### src/rtl/hrlp_pkg.sv
package hrlp_pkg;

    typedef enum logic [2:0] {
        PH_START   = 3'd0,
        PH_METHOD  = 3'd1,
        PH_PATH    = 3'd2,
        PH_QUERY   = 3'd3,
        PH_PROTO   = 3'd4,
        PH_VERSION = 3'd5,
        PH_LINEEND = 3'd6
    } phase_t;

    typedef enum logic [1:0] {
        ROLE_NONE   = 2'd0,
        ROLE_METHOD = 2'd1,
        ROLE_PATH   = 2'd2,
        ROLE_QUERY  = 2'd3
    } role_t;

    typedef enum logic [1:0] {
        METHOD_UNKNOWN = 2'd0,
        METHOD_GET     = 2'd1,
        METHOD_POST    = 2'd2,
        METHOD_HEAD    = 2'd3
    } method_t;

    localparam logic [7:0]  CHAR_LF       = 8'h0a;
    localparam logic [7:0]  CHAR_SPACE    = 8'h20;
    localparam logic [7:0]  CHAR_QUESTION = 8'h3f;
    localparam logic [7:0]  CHAR_DOT      = 8'h2e;
    localparam logic [7:0]  CHAR_P        = 8'h50;
    localparam logic [23:0] WORD_GET      = 24'h474554;
    localparam logic [31:0] WORD_POST     = 32'h504f5354;
    localparam logic [31:0] WORD_HEAD     = 32'h48454144;
    localparam logic [23:0] TRIPLE_HTT    = 24'h485454;
    localparam logic [2:0]  LEN_MAX       = 3'd7;
    localparam logic [2:0]  LEN_HEAD      = 3'd4;
    localparam logic [2:0]  LEN_GET       = 3'd3;

    typedef struct packed {
        phase_t      phase;
        logic [31:0] head;
        logic [2:0]  len;
        logic [23:0] recent;
    } state_t;

    typedef struct packed {
        logic [7:0] byte_out;
        role_t      byte_role;
        logic       method_valid;
        method_t    method_code;
        logic       line_done;
    } result_t;

endpackage

### src/rtl/hrlp_stream_if.sv
interface hrlp_byte_if;
    logic       valid;
    logic       ready;
    logic [7:0] data_byte;

    modport source (output valid, output data_byte, input ready);
    modport sink   (input valid, input data_byte, output ready);
endinterface

interface hrlp_result_if;
    logic       valid;
    logic       ready;
    logic [7:0] byte_out;
    logic [1:0] byte_role;
    logic       method_valid;
    logic [1:0] method_code;
    logic       line_done;

    modport source (output valid, output byte_out, output byte_role,
                    output method_valid, output method_code, output line_done,
                    input ready);
    modport sink   (input valid, input byte_out, input byte_role,
                    input method_valid, input method_code, input line_done,
                    output ready);
endinterface

### src/rtl/hrlp_step.sv
module hrlp_step (
    input  hrlp_pkg::state_t  cur,
    input  logic [7:0]        data_byte,
    output hrlp_pkg::state_t  nxt,
    output hrlp_pkg::result_t res
);

    // place a method byte in the head word and bump the saturating count
    function automatic hrlp_pkg::state_t store_byte(hrlp_pkg::state_t s, logic [7:0] b);
        hrlp_pkg::state_t r;
        r = s;
        if (s.len < hrlp_pkg::LEN_HEAD)
        begin
            case (s.len[1:0])
                2'd0:    r.head[31:24] = s.head[31:24] | b;
                2'd1:    r.head[23:16] = s.head[23:16] | b;
                2'd2:    r.head[15:8]  = s.head[15:8]  | b;
                default: r.head[7:0]   = s.head[7:0]   | b;
            endcase
        end
        if (s.len < hrlp_pkg::LEN_MAX)
        begin
            r.len = s.len + 3'd1;
        end
        return r;
    endfunction

    function automatic hrlp_pkg::method_t classify(hrlp_pkg::state_t s);
        hrlp_pkg::method_t m;
        m = hrlp_pkg::METHOD_UNKNOWN;
        if (s.len == hrlp_pkg::LEN_GET && s.head[31:8] == hrlp_pkg::WORD_GET)
        begin
            m = hrlp_pkg::METHOD_GET;
        end
        else if (s.len == hrlp_pkg::LEN_HEAD && s.head == hrlp_pkg::WORD_POST)
        begin
            m = hrlp_pkg::METHOD_POST;
        end
        else if (s.len == hrlp_pkg::LEN_HEAD && s.head == hrlp_pkg::WORD_HEAD)
        begin
            m = hrlp_pkg::METHOD_HEAD;
        end
        return m;
    endfunction

    hrlp_pkg::state_t fresh;

    always_comb
    begin
        fresh       = cur;
        fresh.head  = '0;
        fresh.len   = '0;

        nxt              = cur;
        res.byte_out     = data_byte;
        res.byte_role    = hrlp_pkg::ROLE_NONE;
        res.method_valid = 1'b0;
        res.method_code  = hrlp_pkg::METHOD_UNKNOWN;
        res.line_done    = 1'b0;

        unique case (cur.phase)
            hrlp_pkg::PH_METHOD:
            begin
                if (data_byte == hrlp_pkg::CHAR_SPACE)
                begin
                    res.method_valid = 1'b1;
                    res.method_code  = classify(cur);
                    nxt.phase        = hrlp_pkg::PH_PATH;
                end
                else
                begin
                    res.byte_role = hrlp_pkg::ROLE_METHOD;
                    nxt           = store_byte(cur, data_byte);
                end
            end
            hrlp_pkg::PH_PATH:
            begin
                if (data_byte == hrlp_pkg::CHAR_QUESTION)
                begin
                    nxt.phase = hrlp_pkg::PH_QUERY;
                end
                else if (data_byte == hrlp_pkg::CHAR_SPACE)
                begin
                    nxt.phase = hrlp_pkg::PH_PROTO;
                end
                else
                begin
                    res.byte_role = hrlp_pkg::ROLE_PATH;
                end
            end
            hrlp_pkg::PH_QUERY:
            begin
                if (data_byte == hrlp_pkg::CHAR_SPACE)
                begin
                    nxt.phase = hrlp_pkg::PH_PROTO;
                end
                else
                begin
                    res.byte_role = hrlp_pkg::ROLE_QUERY;
                end
            end
            hrlp_pkg::PH_PROTO:
            begin
                if (data_byte == hrlp_pkg::CHAR_P && cur.recent == hrlp_pkg::TRIPLE_HTT)
                begin
                    nxt.phase = hrlp_pkg::PH_VERSION;
                end
            end
            hrlp_pkg::PH_VERSION:
            begin
                if (data_byte == hrlp_pkg::CHAR_DOT)
                begin
                    nxt.phase = hrlp_pkg::PH_LINEEND;
                end
            end
            hrlp_pkg::PH_LINEEND:
            begin
                if (data_byte == hrlp_pkg::CHAR_LF)
                begin
                    res.line_done = 1'b1;
                    nxt.phase     = hrlp_pkg::PH_START;
                end
            end
            default:
            begin
                // start, and the unused phase code: any byte opens a method
                res.byte_role = hrlp_pkg::ROLE_METHOD;
                nxt           = store_byte(fresh, data_byte);
                nxt.phase     = hrlp_pkg::PH_METHOD;
            end
        endcase

        nxt.recent = {cur.recent[15:0], data_byte};
    end

endmodule

### src/rtl/http_request_line_parser.sv
// HTTP request line parser. One byte of the request line is taken per request on
// req_in and one tagged result leaves on res_out for each byte, in order. The
// phase update and the method and protocol compares sit in short logic between
// the accepting handshake and the result register, so a new byte is accepted
// every cycle while res_out keeps up, and also while a finished result still
// waits, as long as it is taken in the same cycle. There is no configuration
// and no start-up sweep after reset.
module http_request_line_parser (
    input  logic                 clk,
    input  logic                 rst_n,
    hrlp_byte_if.sink            req_in,
    hrlp_result_if.source        res_out
);

    hrlp_pkg::state_t  state_reg;
    hrlp_pkg::state_t  state_next;
    hrlp_pkg::result_t result_reg;
    hrlp_pkg::result_t result_next;
    logic              out_valid_reg;
    logic              accept;

    // result register frees up when empty or drained this cycle
    assign req_in.ready = !out_valid_reg || res_out.ready;
    assign accept       = req_in.valid && req_in.ready;

    // per-byte phase step
    hrlp_step u_step (
        .cur       (state_reg),
        .data_byte (req_in.data_byte),
        .nxt       (state_next),
        .res       (result_next)
    );

    // parser state advances only with an accepted byte
    always_ff @(posedge clk or negedge rst_n)
    begin
        if (!rst_n)
        begin
            state_reg.phase  <= hrlp_pkg::PH_START;
            state_reg.head   <= '0;
            state_reg.len    <= '0;
            state_reg.recent <= '0;
            out_valid_reg    <= 1'b0;
        end
        else
        begin
            if (accept)
            begin
                state_reg     <= state_next;
                out_valid_reg <= 1'b1;
            end
            else if (res_out.ready)
            begin
                out_valid_reg <= 1'b0;
            end
        end
    end

    // result payload, no reset needed
    always_ff @(posedge clk)
    begin
        if (accept)
        begin
            result_reg <= result_next;
        end
    end

    assign res_out.valid        = out_valid_reg;
    assign res_out.byte_out     = result_reg.byte_out;
    assign res_out.byte_role    = result_reg.byte_role;
    assign res_out.method_valid = result_reg.method_valid;
    assign res_out.method_code  = result_reg.method_code;
    assign res_out.line_done    = result_reg.line_done;

    // an accepted byte always leaves a result behind
    a_accept_fills : assert property (@(posedge clk) disable iff (!rst_n)
        accept |=> out_valid_reg)
        else $error("accepted byte left no result");

    // the method end leaves the parser in the path phase
    a_method_to_path : assert property (@(posedge clk) disable iff (!rst_n)
        (out_valid_reg && result_reg.method_valid) |->
        (state_reg.phase == hrlp_pkg::PH_PATH))
        else $error("method end without path phase");

    // line end sends the parser back to start
    a_done_to_start : assert property (@(posedge clk) disable iff (!rst_n)
        (out_valid_reg && result_reg.line_done) |->
        (state_reg.phase == hrlp_pkg::PH_START))
        else $error("line end without start phase");

    // method code only shown on the method end, which is a delimiter
    a_code_only_on_end : assert property (@(posedge clk) disable iff (!rst_n)
        (out_valid_reg && result_reg.method_code != hrlp_pkg::METHOD_UNKNOWN) |->
        (result_reg.method_valid && result_reg.byte_role == hrlp_pkg::ROLE_NONE))
        else $error("method code outside method end");

endmodule

### src/flat_wrapper.sv
// flat-port wrapper written by rule: the top's interface ports become plain ports
module http_request_line_parser_flat 
  (clk, rst_n, req_in_valid, req_in_data_byte, req_in_ready, res_out_valid, res_out_byte_out, res_out_byte_role, res_out_method_valid, res_out_method_code, res_out_line_done, res_out_ready);
  hrlp_byte_if req_in_i ();
  hrlp_result_if res_out_i ();
  input  logic clk;
  input  logic rst_n;
  input wire logic [$bits(req_in_i.valid)-1:0] req_in_valid;
  input wire logic [$bits(req_in_i.data_byte)-1:0] req_in_data_byte;
  output wire logic [$bits(req_in_i.ready)-1:0] req_in_ready;
  output wire logic [$bits(res_out_i.valid)-1:0] res_out_valid;
  output wire logic [$bits(res_out_i.byte_out)-1:0] res_out_byte_out;
  output wire logic [$bits(res_out_i.byte_role)-1:0] res_out_byte_role;
  output wire logic [$bits(res_out_i.method_valid)-1:0] res_out_method_valid;
  output wire logic [$bits(res_out_i.method_code)-1:0] res_out_method_code;
  output wire logic [$bits(res_out_i.line_done)-1:0] res_out_line_done;
  input wire logic [$bits(res_out_i.ready)-1:0] res_out_ready;
  assign req_in_i.valid = req_in_valid;
  assign req_in_i.data_byte = req_in_data_byte;
  assign req_in_ready = req_in_i.ready;
  assign res_out_valid = res_out_i.valid;
  assign res_out_byte_out = res_out_i.byte_out;
  assign res_out_byte_role = res_out_i.byte_role;
  assign res_out_method_valid = res_out_i.method_valid;
  assign res_out_method_code = res_out_i.method_code;
  assign res_out_line_done = res_out_i.line_done;
  assign res_out_i.ready = res_out_ready;
  http_request_line_parser u_core (.clk(clk), .rst_n(rst_n), .req_in(req_in_i), .res_out(res_out_i));
endmodule
### config.mk
export PLATFORM = sky130hd
export DESIGN_NAME = http_request_line_parser_flat
export DESIGN_NICKNAME = d
export VERILOG_FILES = /design/src/rtl/hrlp_pkg.sv /design/src/rtl/hrlp_stream_if.sv /design/src/rtl/hrlp_step.sv /design/src/rtl/http_request_line_parser.sv /design/src/flat_wrapper.sv
export SDC_FILE = /design/constraint.sdc
export NUM_CORES = 1
export LEC_CHECK = 0
export ABC_AREA = 1
export BUFFER_PORTS_ARGS = -buffer_cell sky130_fd_sc_hd__buf_2
export CAP_MARGIN = 20
export CORE_AREA = 3 3 128 68
export DETAILED_ROUTE_END_ITERATION = 16
export DIE_AREA = 0 0 131 71
export PLACE_DENSITY = 0.77
export RECOVER_POWER = 25
export SYNTH_ARGS = -nofsm -noshare
export SYNTH_HDL_FRONTEND = slang
export SYNTH_SLANG_ARGS = --single-unit
### constraint.sdc
create_clock -name clk -period 2.15 [get_ports clk]
set_input_delay 0.1075 -clock clk [delete_from_list [all_inputs] [get_ports clk]]
set_output_delay 0.1075 -clock clk [all_outputs]
set_load 0.02 [all_outputs]
* After elaboration in Yosys (flattened, before gate mapping) *
Index checks and enable logic that the tools add are counted.

cells by class
  reduce and logical (&&, ||, !) cells = 20
  muxes and demuxes = 27
  div/mod/pow operators = 0
  equality and inequality tests = 30
  add/subtract/negate cells = 1
  order comparisons = 2
  shift operators = 0
  multiply operators = 0
  bitwise gates (word level) = 7

operators by type and width
  kind                                                   number
  one-hot mux 59 bit (2 select lines)                    1
  equality test 32 x 31 -> 1 bit, second input constant  2
  two-way mux 59 bit                                     1
  equality test 24 x 23 -> 1 bit, second input constant  2
  two-way mux 32 bit                                     1
  two-way mux 8 bit                                      4
  bitwise OR 8 bit                                       4
  AND reduction 5 bit                                    5
  equality test 8 x 6 -> 1 bit, second input constant    3
  two-way mux 3 bit                                      8
  one-hot mux 3 bit (6 select lines)                     1
  != test 2 bit, second input constant                   8
  equality test 3 bit, second input constant             4
  two-way mux 2 bit                                      6
  equality test 3 x 2 -> 1 bit, second input constant    3
  OR reduction 3 bit                                     3
  equality test 8 x 4 -> 1 bit, second input constant    1
  equality test 8 x 7 -> 1 bit, second input constant    1
  one-hot mux 2 bit (4 select lines)                     1
  less-than comparator 3 bit, second input constant      2
  != test 2 x 1 -> 1 bit, second input constant          3
  logical AND 1 bit                                      5
  OR reduction 5 bit                                     1
  two-way mux 1 bit                                      4
  other kinds (11)                                       13

storage, ports and cells
  flip-flop bits (word level) = 77
  logic and storage cells = 101
  memories = 0
  input port bits = 12
  bits in read-only memories = 0
  bits in latches = 0
  output and inout port bits = 16
  bits in writable memories = 0

* Logic depth before layout (Yosys ltp) *
  word-level depth = 6
  depth in mapped cells = 11
  mapped depth without buffers = 11

* Cells and area by module *
Synthesis repeated with hierarchy kept, for this count alone.

second synthesis, totals
  cells, all modules = 619
  area total of the unflattened synthesis = 4884.7 µm²

modules (own cells, without submodules)
  module                    cells each  sequential area each (µm²)  times used  area an instance (µm²)
  http_request_line_parser  288         1996.9                      1           3130.5
  hrlp_step                 331         0.0                         1           1754.2

* Worst setup path after synthesis *
Ideal clock, no wire load.

  path kind = reg-to-reg
  start = register u_core.out_valid_reg (netlist: u_core.res_out.valid)
  end = register u_core.result_reg, in the netlist u_core.res_out.byte_out[0], enable pin
  slack = 185 ps
  data arrival time = 1581 ps
  buffers on the path = 1
  stages on the path, launching flop included = 5
  cell sequence = dfrtp_1 -> nand2_1 -> nand2_2 -> inv_2 -> buf_1

on the way
  longest elaborated chain between the ends = 3

RTL lines
  element                 line                            text
  start, declared         http_request_line_parser.sv:19  logic out_valid_reg;
  start signal, assigned  http_request_line_parser.sv:43  out_valid_reg <= 1'b0;
  start signal, assigned  http_request_line_parser.sv:50  out_valid_reg <= 1'b1;
  start signal, assigned  http_request_line_parser.sv:54  out_valid_reg <= 1'b0;
  zero test 1 bit         http_request_line_parser.sv:23  assign req_in.ready = !out_valid_reg || res_out.ready;
  logical OR 1 bit        http_request_line_parser.sv:23
  via req_in_ready        flat_wrapper.sv:10              output wire logic [$bits(req_in_i.ready)-1:0] req_in_ready;
  logical AND 1 bit       http_request_line_parser.sv:24  assign accept = req_in.valid && req_in.ready;
  via u_core.accept       http_request_line_parser.sv:20  logic accept;
  end signal, assigned    http_request_line_parser.sv:64  result_reg <= result_next;
  end, declared           http_request_line_parser.sv:17  hrlp_pkg::result_t result_reg;

The timed path passes the listed nets, and every way through them passes these cells.
A chain may end at the register's enable or synchronous reset.

* Worst setup path in the final report *
  start = input req_in_data_byte[4]
  end = register u_core.state_reg[47] (netlist name)

on the way
  longest elaborated chain between the ends = 5
  elaborated cells on any way between the ends = 8
  classes of those cells = 2 x eq/ne; 4 x mux; 1 x bitwise; 1 x reduce/logical

RTL lines
  element                              line                            text
  start, declared                      flat_wrapper.sv:9               input wire logic [$bits(req_in_i.data_byte)-1:0] req_in_data_byte;
  bitwise OR 8 bit                     hrlp_step.sv:16                 2'd1: r.head[23:16] = s.head[23:16] | b;
  two-way mux 8 bit                    hrlp_step.sv:14                 case (s.len[1:0])
  two-way mux 32 bit                   hrlp_step.sv:12                 if (s.len < hrlp_pkg::LEN_HEAD)
  two-way mux 59 bit                   hrlp_step.sv:64                 if (data_byte == hrlp_pkg::CHAR_SPACE)
  one-hot mux 59 bit (2 select lines)  hrlp_step.sv:61                 unique case (cur.phase)
  end signal, assigned                 http_request_line_parser.sv:49  state_reg <= state_next;
  end, declared                        http_request_line_parser.sv:15  hrlp_pkg::state_t state_reg;

Parallel ways exist; a longest one is shown, timed or not. The select of a mux whose other input is x is not followed.

==> flow_metrics.env <==
export IMPL_drt_wl_total_um=8780
export IMPL_final_area_um2=4290
export IMPL_dpl_hpwl_um=6240
export IMPL_postPlaceCellArea_um2=3980
export IMPL_clockBufferDepth=2
export IMPL_r2r_slack_ns=0.31
export IMPL_holdCritStartpoint="res_out_ready"
export IMPL_grtUsageTotal_pct=20.9
export IMPL_netlist_area_um2=3730
export IMPL_ff2ff_path_depth=8
export IMPL_hp_class="input pin to flop"
export IMPL_critPathTopFamily="buffers and inverters"
export IMPL_cts_buffers=9
export IMPL_finalSetupViolCount=0
export IMPL_cp_slowest_cell="dlygate4sd3_1"
export IMPL_ioPinCount=28
export IMPL_rsz0062_at_grt="false"
export IMPL_p_leak_nw=1.95
export IMPL_irDropWorstVdd_mv=0.488
export IMPL_powerDensity_nw_per_um2=1230
export IMPL_antenna_found_initial=0
export IMPL_path_cells="dlygate4sd3_1 -> clkbuf_1 -> inv_1 -> nand3_1 -> nor2_1 -> nand2_2 -> nand2_4 -> nor2_4 -> nand2_1 -> o21ai_0"
export IMPL_post_synth_cell_area_avg_um2=8.05
export IMPL_rr_endpoint="u_core.res_out.method_code[1]$_SDFFCE_PP0P_"
export IMPL_initial_core_util_pct=47.9
export IMPL_ys_ff_latch=77
export IMPL_period_minus_slack_ns=1.89
export IMPL_fin_tns_setup_ns=0
export IMPL_clock_sinks=77
export IMPL_first_iter_violations=356
export IMPL_clock_fmax_mhz=530
export IMPL_cp_end_kind="flop"
export IMPL_grt_pass1_wl_um=14900
export IMPL_fin_skew_ns=0.00655
export IMPL_rows=23
export IMPL_die_area_um2=9300
export IMPL_gr_total_overflow=0
export IMPL_max_cap_violations=1
export IMPL_cts_tree="yes"
export IMPL_wl_per_cell_um=14.2
export IMPL_synth_cells=464
export IMPL_fin_total_pwr_mw=5.29
export IMPL_largest_reg_flops=62
export IMPL_hold_viol_final=0
export IMPL_failed_checks="capacitance limit, slew limit"
export IMPL_synth_distinct_cells=24
export IMPL_post_cts_buffers=0
export IMPL_areaGrowthSynthToFinish_pct=14.8
export IMPL_setup_ws_ns=0.263
export IMPL_drive_gt1_share_pct=7.13
export IMPL_worstPathRequired_ns=2.35
export IMPL_post_route_period_util_pct=87.8
export IMPL_cts_root_buf="clkbuf_16"
export IMPL_first_pass_iters=5
export IMPL_criticalPathCategory="input pin to flop"
export IMPL_ctsHoldBuffers=4
export IMPL_io_buffers=27
export IMPL_die_w_um=131
export IMPL_synth_nets=481
export IMPL_report_final_slew_viol_count=64
export IMPL_post_cts_resized=0
export IMPL_nets=517
export IMPL_arrival_ns=2.09
export IMPL_drc=0
export IMPL_path_clk_slew_ns=0.06
export IMPL_htree_num_levels=3
export IMPL_critPathBufInv=3
export IMPL_status="finished with violations"
export IMPL_grt_pass1_vias=3000
export IMPL_vias=3184
export IMPL_path_max_fanout=16
export IMPL_dieHeight_um=71
export IMPL_crit_path_max_incr_delay_ns=0.54
export IMPL_maxSlewHeadroom_pct=-4.77
export IMPL_dp_slack_ns=0.326
export IMPL_yosysSeqAreaShare_pct=53.5
export IMPL_hold_depth=4
export IMPL_worstMarginPinSlew_ns=1.57
export IMPL_ys_warn_count=0
export IMPL_place_congestion=0.887
export IMPL_viasPerCell=5.16
export IMPL_drtAntennaViolNets=0
export IMPL_start_kind="input pin"
export IMPL_hold_end="u_core.res_out.valid$_DFFE_PN0P_"
export IMPL_worstSkewPairLatency_ns=0.33
export IMPL_core_area_um2=7800
export IMPL_fillers=692
export IMPL_antenna_cells=0
export IMPL_grt_max_degree=64
export IMPL_r2r_start="u_core.state_reg[24]$_DFFE_PN0P_"
==> layout by cell type, fill, tap and decap left out, drive strengths merged <==
cell type,synthesis,routed
ha,5,5
nor3,11,11
nor3b,3,3
nor2,43,43
or2,1,1
o21ai,56,56
nand4,6,6
inv,56,56
buf,5,6
edfxtp,14,14
dlygate4sd3,0,4
dfrtp,63,63
nand3,12,12
nand3b,1,1
clkbuf,5,41
nand2,154,154
a21oi,29,29
==> routing by layer <==
layer  routed length [um]  GRT usage, %  up-vias
met5                    0             0        -
met4                   76          3.65        0
met3                  864          8.97       11
met2                 3490          27.8      128
met1                 4350          31.8     1493
li1                     -             -     1552
==> area by class of cell <==
class / count / area (um^2) / share of cell area [%]
multi-input cells: 321 / 1470 / 34.2
inverters: 56 / 210 / 4.90
repair buffers: 35 / 171 / 4.00
flip-flops and latches: 77 / 2000 / 46.6
well taps: 112 / 140 / 3.27
clock buffers: 16 / 302 / 7.03
==> cell usage after synthesis <==
cell type | instances | share of area, %
nand2_1 | 150 | 15
dfrtp_1 | 63 | 42
inv_1 | 52 | 5.2
o21ai_0 | 47 | 6.3
nor2_1 | 39 | 3.9
a21oi_1 | 29 | 3.9
edfxtp_1 | 14 | 11
nand3_1 | 11 | 1.5
nor3_1 | 11 | 1.5
o21ai_1 | 9 | 1.2
nand4_1 | 6 | 1.0
clkbuf_1 | 5 | 0.50
ha_1 | 5 | 1.7
inv_2 | 4 | 0.40
nor2_4 | 4 | 1.2
buf_6 | 3 | 0.90
nand2_2 | 3 | 0.50
nor3b_1 | 3 | 0.60
buf_1 | 1 | 0.10
buf_2 | 1 | 0.13
nand2_4 | 1 | 0.30
nand3_2 | 1 | 0.27
nand3b_1 | 1 | 0.20
or2_2 | 1 | 0.17
==> cell families (layout without fill, tap and decap cells) <==
kind of cell | after synthesis | count (layout) | synth area share, %
compound gates | 85 | 85 | 11.4
flops | 77 | 77 | 53.5
simple gates | 231 | 231 | 26.2
fa+ha+maj | 5 | 5 | 1.68
buf+inv | 66 | 107 | 7.27
==> how the worst max path moves through the flow <==
stage,startpoint,to,slack [ns],depth (start not counted)
final,req_in_data_byte[4],u_core.state_reg[47]$_DFFE_PN0P_,0.26,10
after global routing,u_core.state_reg[24]$_DFFE_PN0P_,u_core.res_out.method_code[1]$_SDFFCE_PP0P_,0.05,8
after CTS,u_core.state_reg[24]$_DFFE_PN0P_,u_core.res_out.method_code[1]$_SDFFCE_PP0P_,0.30,8
after detailed placement,u_core.state_reg[24]$_DFFE_PN0P_,u_core.res_out.method_code[1]$_SDFFCE_PP0P_,0.33,8
after global placement,u_core.state_reg[61]$_DFFE_PN0P_,u_core.state_reg[51]$_DFFE_PN0P_,0.47,8
after floorplan,u_core.res_out.valid$_DFFE_PN0P_,u_core.res_out.byte_out[0]$_DFFE_PP_,0.19,4
==> power by group <==
group | switching, mW | internal (mW)
Combinational | 1.09 | 0.494
Clock | 0.553 | 0.941
Sequential | 0.284 | 1.92
==> worst min-delay path, cell delays in order <==
cell and delay [ns]:
buf_2 0.07, inv_1 0.03, nand2_1 0.09, nand2_1 0.06
==> stage by stage <==
step / utilization (%) / hold slack [ns] / cells
after CTS: 55.4 / 0.0183 / 617
final: 55.0 / 0.0571 / 617
after global placement: 51.0 / 0.332 / 597
after global routing: 55.0 / 0.0863 / 617
after floorplan: - / -0.188 / 464
after detailed placement: 51.0 / 0.335 / 597
Note: power is estimated with default switching activity, not from simulation.
